**config.mk**
```make
export PLATFORM = sky130hd
export DESIGN_NAME = stable_min_priority_queue_top_flat
export DESIGN_NICKNAME = d
export VERILOG_FILES = /design/src/sv/smpq_pkg.sv /design/src/sv/smpq_if.sv /design/src/sv/smpq_ctrl.sv /design/src/sv/smpq_dp.sv /design/src/sv/stable_min_priority_queue_top.sv /design/src/flat_wrapper.sv
export SDC_FILE = /design/constraint.sdc
export NUM_CORES = 1
export LEC_CHECK = 0
export ABC_AREA = 1
export BUFFER_PORTS_ARGS = -buffer_cell sky130_fd_sc_hd__buf_4
export CORE_MARGIN = 2
export CORE_UTILIZATION = 30
export DETAILED_ROUTE_END_ITERATION = 8
export SYNTH_ARGS = -nofsm -noshare
export SYNTH_HDL_FRONTEND = slang
export SYNTH_SLANG_ARGS = --single-unit
```
**constraint.sdc**
```tcl
create_clock -name clk_i -period 16.47 [get_ports clk_i]
set_input_delay 0.8235 -clock clk_i [delete_from_list [all_inputs] [get_ports clk_i]]
set_output_delay 0.8235 -clock clk_i [all_outputs]
set_load 0.01 [all_outputs]
```
**src/sv/smpq_pkg.sv**
```systemverilog
// smpq_pkg: shared types, codes and defaults of the stable min-priority queue
// used by the interfaces, the controller, the datapath and the top level
package smpq_pkg;

  localparam int DefaultQueueDepth = 16;
  localparam int DefaultPriorityBits = 16;
  localparam int DefaultHandleBits = 32;
  localparam int CountOutBits = 5;
  localparam int StatusBits = 2;

  typedef enum logic {
    OP_ENQUEUE = 1'b0,
    OP_DEQUEUE = 1'b1
  } opcode_e;

  typedef enum logic [StatusBits-1:0] {
    ST_ENQUEUED = 2'd0,
    ST_DEQUEUED = 2'd1,
    ST_EMPTY    = 2'd2,
    ST_FULL     = 2'd3
  } status_e;

  typedef enum logic [1:0] {
    S_IDLE,
    S_ENQ_SCAN,
    S_ENQ_HEAD,
    S_FINISH
  } state_e;

  typedef enum logic [1:0] {
    RD_NONE,
    RD_HEAD,
    RD_LAST,
    RD_PREV
  } rd_sel_e;

  typedef enum logic [1:0] {
    WR_NONE,
    WR_NEW_AT_0,
    WR_SHIFT,
    WR_NEW_NEXT
  } wr_sel_e;

  typedef struct packed {
    logic    take_in;
    status_e status;
    logic    cnt_inc;
    logic    pop_head;
    rd_sel_e rd_sel;
    wr_sel_e wr_sel;
    logic    load_out;
  } cmd_t;

  typedef struct packed {
    logic count_zero;
    logic count_full;
    logic scan_greater;
    logic scan_at_zero;
  } dp_stat_t;

endpackage

```
**src/sv/smpq_if.sv**
```systemverilog
// smpq_in_if and smpq_out_if: valid/ready channels of the queue
// depends on smpq_pkg for default widths
interface smpq_in_if #(
  parameter int HANDLE_BITS   = smpq_pkg::DefaultHandleBits,
  parameter int PRIORITY_BITS = smpq_pkg::DefaultPriorityBits
) ();
  logic                     valid;
  logic                     ready;
  logic                     opcode;
  logic [HANDLE_BITS-1:0]   item_handle;
  logic [PRIORITY_BITS-1:0] item_priority;

  modport source (output valid, opcode, item_handle, item_priority, input ready);
  modport sink (input valid, opcode, item_handle, item_priority, output ready);
endinterface

interface smpq_out_if #(
  parameter int HANDLE_BITS   = smpq_pkg::DefaultHandleBits,
  parameter int PRIORITY_BITS = smpq_pkg::DefaultPriorityBits
) ();
  logic                            valid;
  logic                            ready;
  logic [smpq_pkg::StatusBits-1:0] status;
  logic [HANDLE_BITS-1:0]          out_handle;
  logic [PRIORITY_BITS-1:0]        out_priority;
  logic [smpq_pkg::CountOutBits-1:0] entry_count;

  modport source (output valid, status, out_handle, out_priority, entry_count, input ready);
  modport sink (input valid, status, out_handle, out_priority, entry_count, output ready);
endinterface

```
**src/sv/smpq_ctrl.sv**
```systemverilog
// smpq_ctrl: sequencer of the queue, issues datapath commands per operation
// depends on smpq_pkg for state, command and status types
module smpq_ctrl (
  input  logic               clk_i,
  input  logic               rst_ni,
  input  logic               in_valid_i,
  input  logic               in_opcode_i,
  input  logic               out_ready_i,
  input  smpq_pkg::dp_stat_t stat_i,
  output logic               in_ready_o,
  output logic               out_valid_o,
  output smpq_pkg::cmd_t     cmd_o
);

  smpq_pkg::state_e  state_q, state_d;
  smpq_pkg::opcode_e op;
  logic              out_valid_q, out_valid_d;
  logic              out_free;

  assign op = smpq_pkg::opcode_e'(in_opcode_i);
  assign out_free = !out_valid_q || out_ready_i;

  always_comb begin
    state_d = state_q;
    unique case (state_q)
      smpq_pkg::S_IDLE: begin
        if (in_valid_i) begin
          if (op == smpq_pkg::OP_ENQUEUE && !stat_i.count_full && !stat_i.count_zero) begin
            state_d = smpq_pkg::S_ENQ_SCAN;
          end else begin
            state_d = smpq_pkg::S_FINISH;
          end
        end
      end
      smpq_pkg::S_ENQ_SCAN: begin
        if (!stat_i.scan_greater) begin
          state_d = smpq_pkg::S_FINISH;
        end else if (stat_i.scan_at_zero) begin
          state_d = smpq_pkg::S_ENQ_HEAD;
        end
      end
      smpq_pkg::S_ENQ_HEAD: begin
        state_d = smpq_pkg::S_FINISH;
      end
      smpq_pkg::S_FINISH: begin
        if (out_free) begin
          state_d = smpq_pkg::S_IDLE;
        end
      end
      default: state_d = smpq_pkg::S_IDLE;
    endcase
  end

  always_comb begin
    in_ready_o = 1'b0;
    cmd_o.take_in = 1'b0;
    cmd_o.status = smpq_pkg::ST_ENQUEUED;
    cmd_o.cnt_inc = 1'b0;
    cmd_o.pop_head = 1'b0;
    cmd_o.rd_sel = smpq_pkg::RD_NONE;
    cmd_o.wr_sel = smpq_pkg::WR_NONE;
    cmd_o.load_out = 1'b0;
    unique case (state_q)
      smpq_pkg::S_IDLE: begin
        in_ready_o = 1'b1;
        if (in_valid_i) begin
          cmd_o.take_in = 1'b1;
          if (op == smpq_pkg::OP_DEQUEUE) begin
            if (stat_i.count_zero) begin
              cmd_o.status = smpq_pkg::ST_EMPTY;
            end else begin
              cmd_o.status = smpq_pkg::ST_DEQUEUED;
              cmd_o.rd_sel = smpq_pkg::RD_HEAD;
              cmd_o.pop_head = 1'b1;
            end
          end else if (stat_i.count_full) begin
            cmd_o.status = smpq_pkg::ST_FULL;
          end else begin
            cmd_o.status = smpq_pkg::ST_ENQUEUED;
            cmd_o.cnt_inc = 1'b1;
            if (stat_i.count_zero) begin
              cmd_o.wr_sel = smpq_pkg::WR_NEW_AT_0;
            end else begin
              cmd_o.rd_sel = smpq_pkg::RD_LAST;
            end
          end
        end
      end
      smpq_pkg::S_ENQ_SCAN: begin
        if (stat_i.scan_greater) begin
          cmd_o.wr_sel = smpq_pkg::WR_SHIFT;
          if (!stat_i.scan_at_zero) begin
            cmd_o.rd_sel = smpq_pkg::RD_PREV;
          end
        end else begin
          cmd_o.wr_sel = smpq_pkg::WR_NEW_NEXT;
        end
      end
      smpq_pkg::S_ENQ_HEAD: begin
        cmd_o.wr_sel = smpq_pkg::WR_NEW_AT_0;
      end
      smpq_pkg::S_FINISH: begin
        cmd_o.load_out = out_free;
      end
      default: ;
    endcase
  end

  assign out_valid_d = cmd_o.load_out || (out_valid_q && !out_ready_i);
  assign out_valid_o = out_valid_q;

  always_ff @(posedge clk_i or negedge rst_ni) begin
    if (!rst_ni) begin
      state_q <= smpq_pkg::S_IDLE;
      out_valid_q <= 1'b0;
    end else begin
      state_q <= state_d;
      out_valid_q <= out_valid_d;
    end
  end

  // the scan only runs over a queue that already holds entries
  a_scan_nonempty: assert property (@(posedge clk_i) disable iff (!rst_ni)
    state_q == smpq_pkg::S_ENQ_SCAN |-> !stat_i.count_zero)
    else $error("enqueue scan over an empty queue");

  // a finished result waits while the output register is blocked
  a_finish_waits: assert property (@(posedge clk_i) disable iff (!rst_ni)
    state_q == smpq_pkg::S_FINISH && out_valid_q && !out_ready_i
      |=> state_q == smpq_pkg::S_FINISH)
    else $error("result dropped while output stalled");

  // a new item is only taken once the previous result has been loaded
  a_one_in_flight: assert property (@(posedge clk_i) disable iff (!rst_ni)
    cmd_o.take_in |=> !in_ready_o)
    else $error("second item accepted before result");

endmodule

```
**src/sv/smpq_dp.sv**
```systemverilog
// smpq_dp: entry memory kept as a sorted ring, count, scan index and result register
// depends on smpq_pkg for command, status and code types
module smpq_dp #(
  parameter int QUEUE_DEPTH   = smpq_pkg::DefaultQueueDepth,
  parameter int PRIORITY_BITS = smpq_pkg::DefaultPriorityBits,
  parameter int HANDLE_BITS   = smpq_pkg::DefaultHandleBits
) (
  input  logic                              clk_i,
  input  logic                              rst_ni,
  input  smpq_pkg::cmd_t                    cmd_i,
  input  logic [HANDLE_BITS-1:0]            in_handle_i,
  input  logic [PRIORITY_BITS-1:0]          in_priority_i,
  output smpq_pkg::dp_stat_t                stat_o,
  output logic [smpq_pkg::StatusBits-1:0]   out_status_o,
  output logic [HANDLE_BITS-1:0]            out_handle_o,
  output logic [PRIORITY_BITS-1:0]          out_priority_o,
  output logic [smpq_pkg::CountOutBits-1:0] out_count_o
);

  localparam int AddrBits = $clog2(QUEUE_DEPTH);
  localparam int PhysDepth = 1 << AddrBits;
  localparam int CountBits = $clog2(QUEUE_DEPTH + 1);
  localparam int EntryBits = HANDLE_BITS + PRIORITY_BITS;

  logic [EntryBits-1:0]     mem_q [PhysDepth];
  logic [EntryBits-1:0]     rd_q;
  logic [CountBits-1:0]     count_q, count_d;
  logic [AddrBits-1:0]      head_q, head_d;
  logic [AddrBits-1:0]      idx_q, idx_d;
  logic [HANDLE_BITS-1:0]   new_handle_q;
  logic [PRIORITY_BITS-1:0] new_prio_q;
  smpq_pkg::status_e        st_q;

  logic [AddrBits-1:0]      rd_addr, wr_addr;
  logic                     rd_en, wr_en;
  logic [EntryBits-1:0]     wr_data, new_entry;
  logic [PRIORITY_BITS-1:0] new_prio;

  assign new_prio  = cmd_i.take_in ? in_priority_i : new_prio_q;
  assign new_entry = cmd_i.take_in ? {in_handle_i, in_priority_i} : {new_handle_q, new_prio_q};

  assign rd_en = cmd_i.rd_sel != smpq_pkg::RD_NONE;
  assign wr_en = cmd_i.wr_sel != smpq_pkg::WR_NONE;

  always_comb begin
    idx_d = idx_q;
    unique case (cmd_i.rd_sel)
      smpq_pkg::RD_NONE: rd_addr = head_q;
      smpq_pkg::RD_HEAD: rd_addr = head_q;
      smpq_pkg::RD_LAST: begin
        idx_d = AddrBits'(count_q - CountBits'(1));
        rd_addr = head_q + idx_d;
      end
      smpq_pkg::RD_PREV: begin
        idx_d = idx_q - AddrBits'(1);
        rd_addr = head_q + idx_d;
      end
      default: rd_addr = head_q;
    endcase
  end

  always_comb begin
    unique case (cmd_i.wr_sel)
      smpq_pkg::WR_NONE: begin
        wr_addr = head_q;
        wr_data = new_entry;
      end
      smpq_pkg::WR_NEW_AT_0: begin
        wr_addr = head_q;
        wr_data = new_entry;
      end
      smpq_pkg::WR_SHIFT: begin
        wr_addr = head_q + idx_q + AddrBits'(1);
        wr_data = rd_q;
      end
      smpq_pkg::WR_NEW_NEXT: begin
        wr_addr = head_q + idx_q + AddrBits'(1);
        wr_data = new_entry;
      end
      default: begin
        wr_addr = head_q;
        wr_data = new_entry;
      end
    endcase
  end

  always_ff @(posedge clk_i) begin
    if (wr_en) begin
      mem_q[wr_addr] <= wr_data;
    end
    if (rd_en) begin
      rd_q <= mem_q[rd_addr];
    end
  end

  always_comb begin
    count_d = count_q;
    head_d = head_q;
    if (cmd_i.cnt_inc) begin
      count_d = count_q + CountBits'(1);
    end else if (cmd_i.pop_head) begin
      count_d = count_q - CountBits'(1);
      head_d = head_q + AddrBits'(1);
    end
  end

  always_ff @(posedge clk_i or negedge rst_ni) begin
    if (!rst_ni) begin
      count_q <= '0;
      head_q <= '0;
    end else begin
      count_q <= count_d;
      head_q <= head_d;
    end
  end

  always_ff @(posedge clk_i) begin
    idx_q <= idx_d;
    if (cmd_i.take_in) begin
      new_handle_q <= in_handle_i;
      new_prio_q <= in_priority_i;
      st_q <= cmd_i.status;
    end
    if (cmd_i.load_out) begin
      out_status_o <= st_q;
      out_count_o <= smpq_pkg::CountOutBits'(count_q);
      if (st_q == smpq_pkg::ST_DEQUEUED) begin
        out_handle_o <= rd_q[EntryBits-1:PRIORITY_BITS];
        out_priority_o <= rd_q[PRIORITY_BITS-1:0];
      end else begin
        out_handle_o <= '0;
        out_priority_o <= '0;
      end
    end
  end

  assign stat_o.count_zero   = count_q == '0;
  assign stat_o.count_full   = count_q == CountBits'(QUEUE_DEPTH);
  assign stat_o.scan_greater = rd_q[PRIORITY_BITS-1:0] > new_prio;
  assign stat_o.scan_at_zero = idx_q == '0;

  a_count_bound: assert property (@(posedge clk_i) disable iff (!rst_ni)
    count_q <= CountBits'(QUEUE_DEPTH))
    else $error("entry count above depth");

  // the shift writes two slots above the slot being fetched
  a_no_port_clash: assert property (@(posedge clk_i) disable iff (!rst_ni)
    rd_en && wr_en |-> rd_addr != wr_addr)
    else $error("read and write at the same slot");

  a_pop_count: assert property (@(posedge clk_i) disable iff (!rst_ni)
    cmd_i.pop_head |=> count_q == $past(count_q) - CountBits'(1))
    else $error("dequeue did not lower the count");

endmodule

```
**src/sv/stable_min_priority_queue_top.sv**
```systemverilog
// stable_min_priority_queue_top: bounded min-priority queue, equal priorities leave FIFO
// depends on smpq_pkg, smpq_if, smpq_ctrl and smpq_dp
//
// in_i carries one operation per transfer: opcode 0 enqueues (item_handle,
// item_priority), opcode 1 dequeues the head. out_o returns exactly one
// result per operation: status, the removed handle and priority (zero
// unless dequeued) and the entry count after the operation.
// Entries sit in a single dual-port memory used as a sorted ring; a dequeue
// advances the head pointer, an enqueue moves larger entries up one slot at
// a time, starting from the tail, through the single write port.
// From acceptance, a dequeue, a full or empty status, or an enqueue into an
// empty queue goes through the finish state to the result register; an
// enqueue into a non-empty queue first passes the scan state once for each
// entry that holds a larger priority, then one more scan or head state,
// whether or not the new entry becomes the head. One operation is in flight
// at a time; in_i.ready is high again in the same cycle that its result is
// in the output register. A result waiting on a stalled receiver does not
// block the next operation, but a second finished result waits inside
// until out_o.ready frees the register.
// Reset empties the queue at once; no clearing pass over the memory.
module stable_min_priority_queue_top #(
  parameter int QUEUE_DEPTH   = smpq_pkg::DefaultQueueDepth,
  parameter int PRIORITY_BITS = smpq_pkg::DefaultPriorityBits,
  parameter int HANDLE_BITS   = smpq_pkg::DefaultHandleBits
) (
  input  logic        clk_i,
  input  logic        rst_ni,
  smpq_in_if.sink     in_i,
  smpq_out_if.source  out_o
);

  smpq_pkg::cmd_t     cmd;
  smpq_pkg::dp_stat_t stat;

  smpq_ctrl u_ctrl (
    .clk_i       (clk_i),
    .rst_ni      (rst_ni),
    .in_valid_i  (in_i.valid),
    .in_opcode_i (in_i.opcode),
    .out_ready_i (out_o.ready),
    .stat_i      (stat),
    .in_ready_o  (in_i.ready),
    .out_valid_o (out_o.valid),
    .cmd_o       (cmd)
  );

  smpq_dp #(
    .QUEUE_DEPTH   (QUEUE_DEPTH),
    .PRIORITY_BITS (PRIORITY_BITS),
    .HANDLE_BITS   (HANDLE_BITS)
  ) u_dp (
    .clk_i          (clk_i),
    .rst_ni         (rst_ni),
    .cmd_i          (cmd),
    .in_handle_i    (in_i.item_handle),
    .in_priority_i  (in_i.item_priority),
    .stat_o         (stat),
    .out_status_o   (out_o.status),
    .out_handle_o   (out_o.out_handle),
    .out_priority_o (out_o.out_priority),
    .out_count_o    (out_o.entry_count)
  );

endmodule

```
**src/flat_wrapper.sv**
```systemverilog
// flat-port wrapper written by rule: the top's interface ports become plain ports
module stable_min_priority_queue_top_flat 
#(
  parameter int QUEUE_DEPTH   = smpq_pkg::DefaultQueueDepth,
  parameter int PRIORITY_BITS = smpq_pkg::DefaultPriorityBits,
  parameter int HANDLE_BITS   = smpq_pkg::DefaultHandleBits
)
  (clk_i, rst_ni, in_i_valid, in_i_opcode, in_i_item_handle, in_i_item_priority, in_i_ready, out_o_valid, out_o_status, out_o_out_handle, out_o_out_priority, out_o_entry_count, out_o_ready);
  smpq_in_if #(.HANDLE_BITS(HANDLE_BITS), .PRIORITY_BITS(PRIORITY_BITS)) in_i_i ();
  smpq_out_if #(.HANDLE_BITS(HANDLE_BITS), .PRIORITY_BITS(PRIORITY_BITS)) out_o_i ();
  input  logic clk_i;
  input  logic rst_ni;
  input wire logic [$bits(in_i_i.valid)-1:0] in_i_valid;
  input wire logic [$bits(in_i_i.opcode)-1:0] in_i_opcode;
  input wire logic [$bits(in_i_i.item_handle)-1:0] in_i_item_handle;
  input wire logic [$bits(in_i_i.item_priority)-1:0] in_i_item_priority;
  output wire logic [$bits(in_i_i.ready)-1:0] in_i_ready;
  output wire logic [$bits(out_o_i.valid)-1:0] out_o_valid;
  output wire logic [$bits(out_o_i.status)-1:0] out_o_status;
  output wire logic [$bits(out_o_i.out_handle)-1:0] out_o_out_handle;
  output wire logic [$bits(out_o_i.out_priority)-1:0] out_o_out_priority;
  output wire logic [$bits(out_o_i.entry_count)-1:0] out_o_entry_count;
  input wire logic [$bits(out_o_i.ready)-1:0] out_o_ready;
  assign in_i_i.valid = in_i_valid;
  assign in_i_i.opcode = in_i_opcode;
  assign in_i_i.item_handle = in_i_item_handle;
  assign in_i_i.item_priority = in_i_item_priority;
  assign in_i_ready = in_i_i.ready;
  assign out_o_valid = out_o_i.valid;
  assign out_o_status = out_o_i.status;
  assign out_o_out_handle = out_o_i.out_handle;
  assign out_o_out_priority = out_o_i.out_priority;
  assign out_o_entry_count = out_o_i.entry_count;
  assign out_o_i.ready = out_o_ready;
  stable_min_priority_queue_top #(.QUEUE_DEPTH(QUEUE_DEPTH), .PRIORITY_BITS(PRIORITY_BITS), .HANDLE_BITS(HANDLE_BITS)) u_core (.clk_i(clk_i), .rst_ni(rst_ni), .in_i(in_i_i), .out_o(out_o_i));
endmodule
```
### After elaboration in Yosys (flattened, before gate mapping)

Memories as Yosys holds them, arrays and structs flattened. A register that Yosys moved wholly into a read port is not among the register bits.
Index checks and enable logic that the tools add are counted.

| word-level totals | value |
|---|---|
| memories kept | 1 |
| memory bits (writable) | 768 |
| logic and storage cells | 100 |
| register bits after elaboration | 121 |
| output and inout bits | 57 |

Memories:

| name | depth | width | read ports | clocked after Yosys merged registers in | wr ports | RTL line | RTL |
|---|---|---|---|---|---|---|---|
| u_core.u_dp.mem_q | 16 | 48 | 1 | 1 | 1 | smpq_dp.sv:25 | `logic [EntryBits-1:0] mem_q [PhysDepth];` |

| cells by class | value |
|---|---|
| reduce and logical (&&, ||, !) cells | 25 |
| bitwise gates (word level) | 2 |
| equality and inequality tests | 14 |
| multiplexer cells | 37 |
| $lt $le $gt $ge | 1 |
| $add $sub $neg | 8 |

Operators by type and width:

| cell | count |
|---|---|
| 48-bit case mux with 2 select lines | 1 |
| 48-bit two-way mux | 1 |
| 2-bit two-way mux | 13 |
| 16-bit > comparator | 1 |
| 16-bit two-way mux | 1 |
| 4-bit case mux with 2 select lines | 2 |
| 5-bit two-way mux | 3 |
| 4-bit adder | 3 |
| 2-bit equality test (second input constant) | 6 |
| 4-bit case mux with 3 select lines | 1 |
| 1-bit two-way mux | 9 |
| 9-bit two-way mux | 1 |
| 4-bit by 1-bit adder with 4-bit output (second input constant) | 2 |
| 2-bit by 1-bit equality test with 1-bit output (second input constant) | 4 |
| 2-bit case mux with 4 select lines | 1 |
| 2-bit nonzero test | 4 |
| 2-bit logical NOT | 3 |
| 2-bit case mux with 3 select lines | 1 |
| 2-bit OR reduction | 3 |
| 5-bit by 1-bit adder with 5-bit output (second input constant) | 1 |
| 5-bit equality test (second input constant) | 1 |
| 5-bit logical NOT | 1 |
| 5-bit by 1-bit subtractor with 5-bit output (second input constant) | 1 |
| 1-bit logical NOT | 4 |
| 13 further kinds | 19 |

### Depth between registers and ports, before layout

| logic depth | value |
|---|---|
| depth in word-level cells | 13 |
| gate-level depth with buffers | 34 |
| gate-level depth less buffers | 30 |

### Hierarchy

A second synthesis with hierarchy kept.

| unflattened totals | value |
|---|---|
| cells, all modules | 3390 |
| area total of the unflattened synthesis | 39552.9 µm² |

Modules (own cells, without submodules):

| module | instances | cells each | area each (µm²) | sequential area each (µm²) |
|---|---|---|---|---|
| smpq_dp | 1 | 3336 | 39212.6 | 27841.7 |
| smpq_ctrl | 1 | 54 | 340.3 | 75.1 |

### Least setup slack after synthesis

Ideal clock, no wire load.

| timing | value |
|---|---|
| kind | input port to flip-flop |
| start point | input in_i_valid |
| end point | memory u_core.u_dp.mem_q[10][0] in the netlist's numbering, enable pin |
| arrival | 6.170 ns |
| library setup time | 0.513 ns |
| setup slack | 9.788 ns |
| required time | 15.957 ns |
| stages on the path | 18 |
| path buffers | 1 |
| path through | nand2_1 inv_1 clkbuf_1 or2_2 o21ai_0 ha_1 a21o_1 nor2_1 nand2_1 nand2_1 nand2_1 a21oi_1 nor2_1 o21ai_0 nand2_1 nand2_1 nand3_1 nor3_1 |

| between the ends | value |
|---|---|
| word-level cells in the longest chain between the ends | 9 |

RTL lines:

| what | RTL line | RTL |
|---|---|---|
| start, declared | flat_wrapper.sv:13 | `input wire logic [$bits(in_i_i.valid)-1:0] in_i_valid;` |
| 9-bit two-way mux (*) | smpq_ctrl.sv:66 | `if (in_valid_i) begin` |
| 5-bit two-way mux | smpq_ctrl.sv:63 | `unique case (state_q)` |
| 16-bit two-way mux | smpq_dp.sv:39 | `assign new_prio = cmd_i.take_in ? in_priority_i : new_prio_q;` |
| 16-bit > comparator | smpq_dp.sv:139 | `assign stat_o.scan_greater = rd_q[PRIORITY_BITS-1:0] > new_prio;` |
| 1-bit two-way mux | smpq_ctrl.sv:90 | `if (stat_i.scan_greater) begin` |
| 2-bit case mux with 3 select lines (*) | smpq_ctrl.sv:63 |  |
| 2-bit equality test (tied with other cells) | smpq_dp.sv:63 | `unique case (cmd_i.wr_sel)` |
| 2-bit OR reduction (no source line) / 1-bit two-way mux (equally long branches) | -- |  |
| 4-bit case mux with 2 select lines / 1-bit two-way mux (equally long branches) | smpq_dp.sv:63, smpq_dp.sv:89 |  |
| end, declared | smpq_dp.sv:25 |  |

Every way passes the cells marked *; elsewhere a longest branch is shown, timed or not.

### Worst setup path in the final report

| timing | value |
|---|---|
| start point | register u_core.u_ctrl.state_q[1] |
| end point | register u_core.u_dp.rd_q[44], read port of u_core.u_dp.mem_q, data pin |

| between the ends | value |
|---|---|
| word-level cells in the longest chain between the ends | 9 |

RTL lines:

| what | RTL line | RTL |
|---|---|---|
| start, declared | smpq_ctrl.sv:15 | `smpq_pkg::state_e state_q, state_d;` |
| start signal, assigned | smpq_ctrl.sv:114 | `state_q <= smpq_pkg::S_IDLE;` |
| start signal, assigned | smpq_ctrl.sv:117 | `state_q <= state_d;` |
| 2-bit logical NOT | smpq_ctrl.sv:63 |  |
| 5-bit two-way mux | smpq_ctrl.sv:63 |  |
| 16-bit two-way mux | smpq_dp.sv:39 |  |
| 16-bit > comparator | smpq_dp.sv:139 |  |
| 2-bit two-way mux | smpq_ctrl.sv:90 |  |
| 2-bit case mux with 2 select lines (*) | smpq_ctrl.sv:63 |  |
| 2-bit by 1-bit equality test with 1-bit output / 2-bit logical NOT (equally long branches) | smpq_dp.sv:47 | `unique case (cmd_i.rd_sel)` |
| 2-bit OR reduction (no source line) | -- |  |
| 4-bit case mux with 3 select lines | smpq_dp.sv:47 |  |
| end, declared | smpq_dp.sv:26 | `logic [EntryBits-1:0] rd_q;` |

Marks and branches as above.
A chain may end at the register's enable or synchronous reset.

==> flow_summary.yaml <==
detailed_routing:
  viasPerCell: 4.696
  drtIter0Drc: 2367
  firstDrtPassIters: 9
  drcViolationCount: 0
  ant_nets: 0
  dr_total_vias: 27740
  wire_per_inst_um: 18.86
  drt_wl_total_um: 111400
sta:
  rsz0062_at_grt: "no"
  relSlewSlack: 0.1240
  fmax_mhz: 115.6
  timing_hold_violations_final: 0
  hold_ws_ps: 336.0
  finalCriticalPeriod_ps: 8648
  worst_slack_ps: 7822
  worst_pin_slew_ps: 1308
  setup-tns-final_ps: 0
  min_period_over_period: 0.5251
  setup_viol: 0
  finalClockSkew_ps: 37.73
  slew_viol_final: 0
yosys:
  async_reset_ff_frac: 0.01281
  synth_flop_cell: "edfxtp_1"
  syn_avg_cell_area_um2: 10.47
  synth_edf_count: 909
  syn_nets: 4049
  syn_area_mm2: 0.04149
  synth_commonest_cells: "925 x nand3_1, 909 x edfxtp_1, 874 x inv_1"
  synth_top_family_by_area: "simple AND/OR/NAND/NOR gates"
  synthXorXnorAreaFrac: 0.002955
  synthAdderAreaFrac: 0.01061
  synthTopCellsByArea: "edfxtp_1 66%, nand3_1 11%, inv_1 7.9%"
  synth_compound_area_frac: 0.01390
  yosysMostFrequentCell: "nand3_1"
  yosys.area.top_type: "edfxtp_1"
  synth_top_area_frac: 0.6578
  ys_seq_area_frac: 0.6728
  synth.distinct_cells: 38
  syn-instance-count: 3962
  ys_warn_count: 0
  synth_seq_cells: 937
  yosys.area_share.simple: 0.1928
  muxShareOfSynthArea: 0
run:
  maxCapViolCount: 0
setup_path:
  endpoint_kind: "flip-flop"
  worstPathRequired_ps: 16900
  cp_top_family: "simple AND/OR/NAND/NOR gates"
  arrival_ps: 9080
  path_common_cell: "nand2_1"
  rr_worst_depth: 25
  crit_type: "flip-flop to flip-flop"
  slowest_delay_ps: 900
  cp_num_cells: 25
  critPathLaunchType: "flip-flop"
  cp_num_buf_inv: 6
  crit_fanout: 135
  cpMaxStageDelayCell: "nand2_8"
clock_tree:
  cts.sinks: 937
  clock_latency_ps: 690
  cts_made_buffers: 95
  clkTransAtPathRegs_ps: 60
  cts_setup_buffers: 0
  cts-root-buf: "clkbuf_16"
  cts_resized: 0
  cts_tree: "yes"
  cts.htree.levels: 3
  clockBufferDepth: 3
  ctsHoldBuffers: 1
placed_design:
  gp_congestion: 0.7634
  place_hpwl_um: 56380
  place_ws_ps: 7604
  io_buffers: 109
die:
  die_h_um: 375.9
  boundaryPins: 110
  die_area_mm2: 0.1413
  initial_core_util: 0.3022
  core_area_mm2: 0.1373
  rows: 136
  die_w_um: 375.9
hold_path:
  hold_path.class: "input port to flip-flop"
  worstHoldPathCells: 1
cells_and_area:
  multi_input_area_mm2: 0.009361
  n_antenna_cell: 0
  syn_to_final_growth_pct: 13.68
  final_core_util: 0.3435
  drive_above_1_share: 0.08899
  fin_nets: 4119
  fillers: 13480
  register_area_mm2: 0.02792
global_route:
  first_global_vias: 26840
  grt_max_degree: 186
  grt_pass1_wl_um: 167500
  grt_overflow: 0
  grt_usage: 0.1555
  grt_antenna_before_repair: 1
outcome:
  status: "finished, final reports clean"
[routing by layer]
layer | wire length (µm) | vias to the layer above | share of wire | GRT usage
li1 | - | 13100 | - | -
met1 | 47880 | 13510 | 0.43 | 0.2051
met2 | 54090 | 969 | 0.49 | 0.2670
met3 | 6739 | 162 | 0.060 | 0.01684
met4 | 2699 | 0 | 0.024 | 0.05039
met5 | 0 | - | 0 | 0
[layout by cell type, fill, tap and decap left out, types with 29 or more instances in the layout]
cell type / instances
o21ai_0: 41
nor2_1: 93
clkbuf_1: 29
clkbuf_16: 95
edfxtp_1: 909
ha_1: 32
a31oi_1: 32
buf_4: 180
nand3_1: 923
inv_1: 873
nand2_1: 721
[final timing paths]
check	startpoint	to	slack (ps)
hold reg to reg	u_core.u_dp.st_q[1]	u_core.u_dp.out_status_o[1]	470
setup / recovery	u_core.u_ctrl.state_q[1]	u_core.u_dp.rd_q[44]	7820
min in group asynchronous	rst_ni	u_core.u_dp.head_q[2]	590
max in group asynchronous	rst_ni	u_core.u_ctrl.state_q[1]	15700
setup reg to reg	u_core.u_ctrl.state_q[1]	u_core.u_dp.rd_q[44]	7820
hold / removal	in_i_item_handle[14]	u_core.u_dp.new_handle_q[14]	340
[registers in the layout (all words and copies together) (netlist names)]
name / cells
u_core.u_dp.new_handle_q: 32
u_core.u_dp.out_count_o: 5
u_core.u_dp.mem_q: 768
u_core.u_dp.out_priority_o: 16
u_core.u_dp.count_q: 5
u_core.u_ctrl.state_q: 2
u_core.u_dp.out_handle_o: 32
u_core.u_dp.rd_q: 48
u_core.u_dp.st_q: 2
u_core.u_dp.out_status_o: 2
u_core.u_dp.idx_q: 4
u_core.u_dp.head_q: 4
u_core.u_ctrl.out_valid_o: 1
u_core.u_dp.new_prio_q: 16
[final cells by class]
class / instances / share of cell area
flip-flops and latches: 937 / 0.5918
repair buffers: 182 / 0.02928
clock inverters: 54 / 0.01019
well taps: 1794 / 0.04759
clock buffers: 124 / 0.05271
inverters: 877 / 0.06995
multi-input cells: 1939 / 0.1985
[cells by family after synthesis]
family / after synthesis
buffers and inverters: 1086
and+or+nand+nor: 1793
adders and majority gates: 34
AOI/OAI and AO/OA: 98
xor gates and xnor gates: 14
DFF: 937
[stage by stage]
step / std cells / area (µm²)
after floorplan: 3962 / 41490
after global placement: 5728 / 44190
after detailed placement: 5728 / 44190
after CTS: 5907 / 47170
after global routing: 5907 / 47170
final: 5907 / 47170
Power is left out: the tool's default activity adds up to more than one toggle a clock period on the data nets, which glitch-free logic cannot reach.
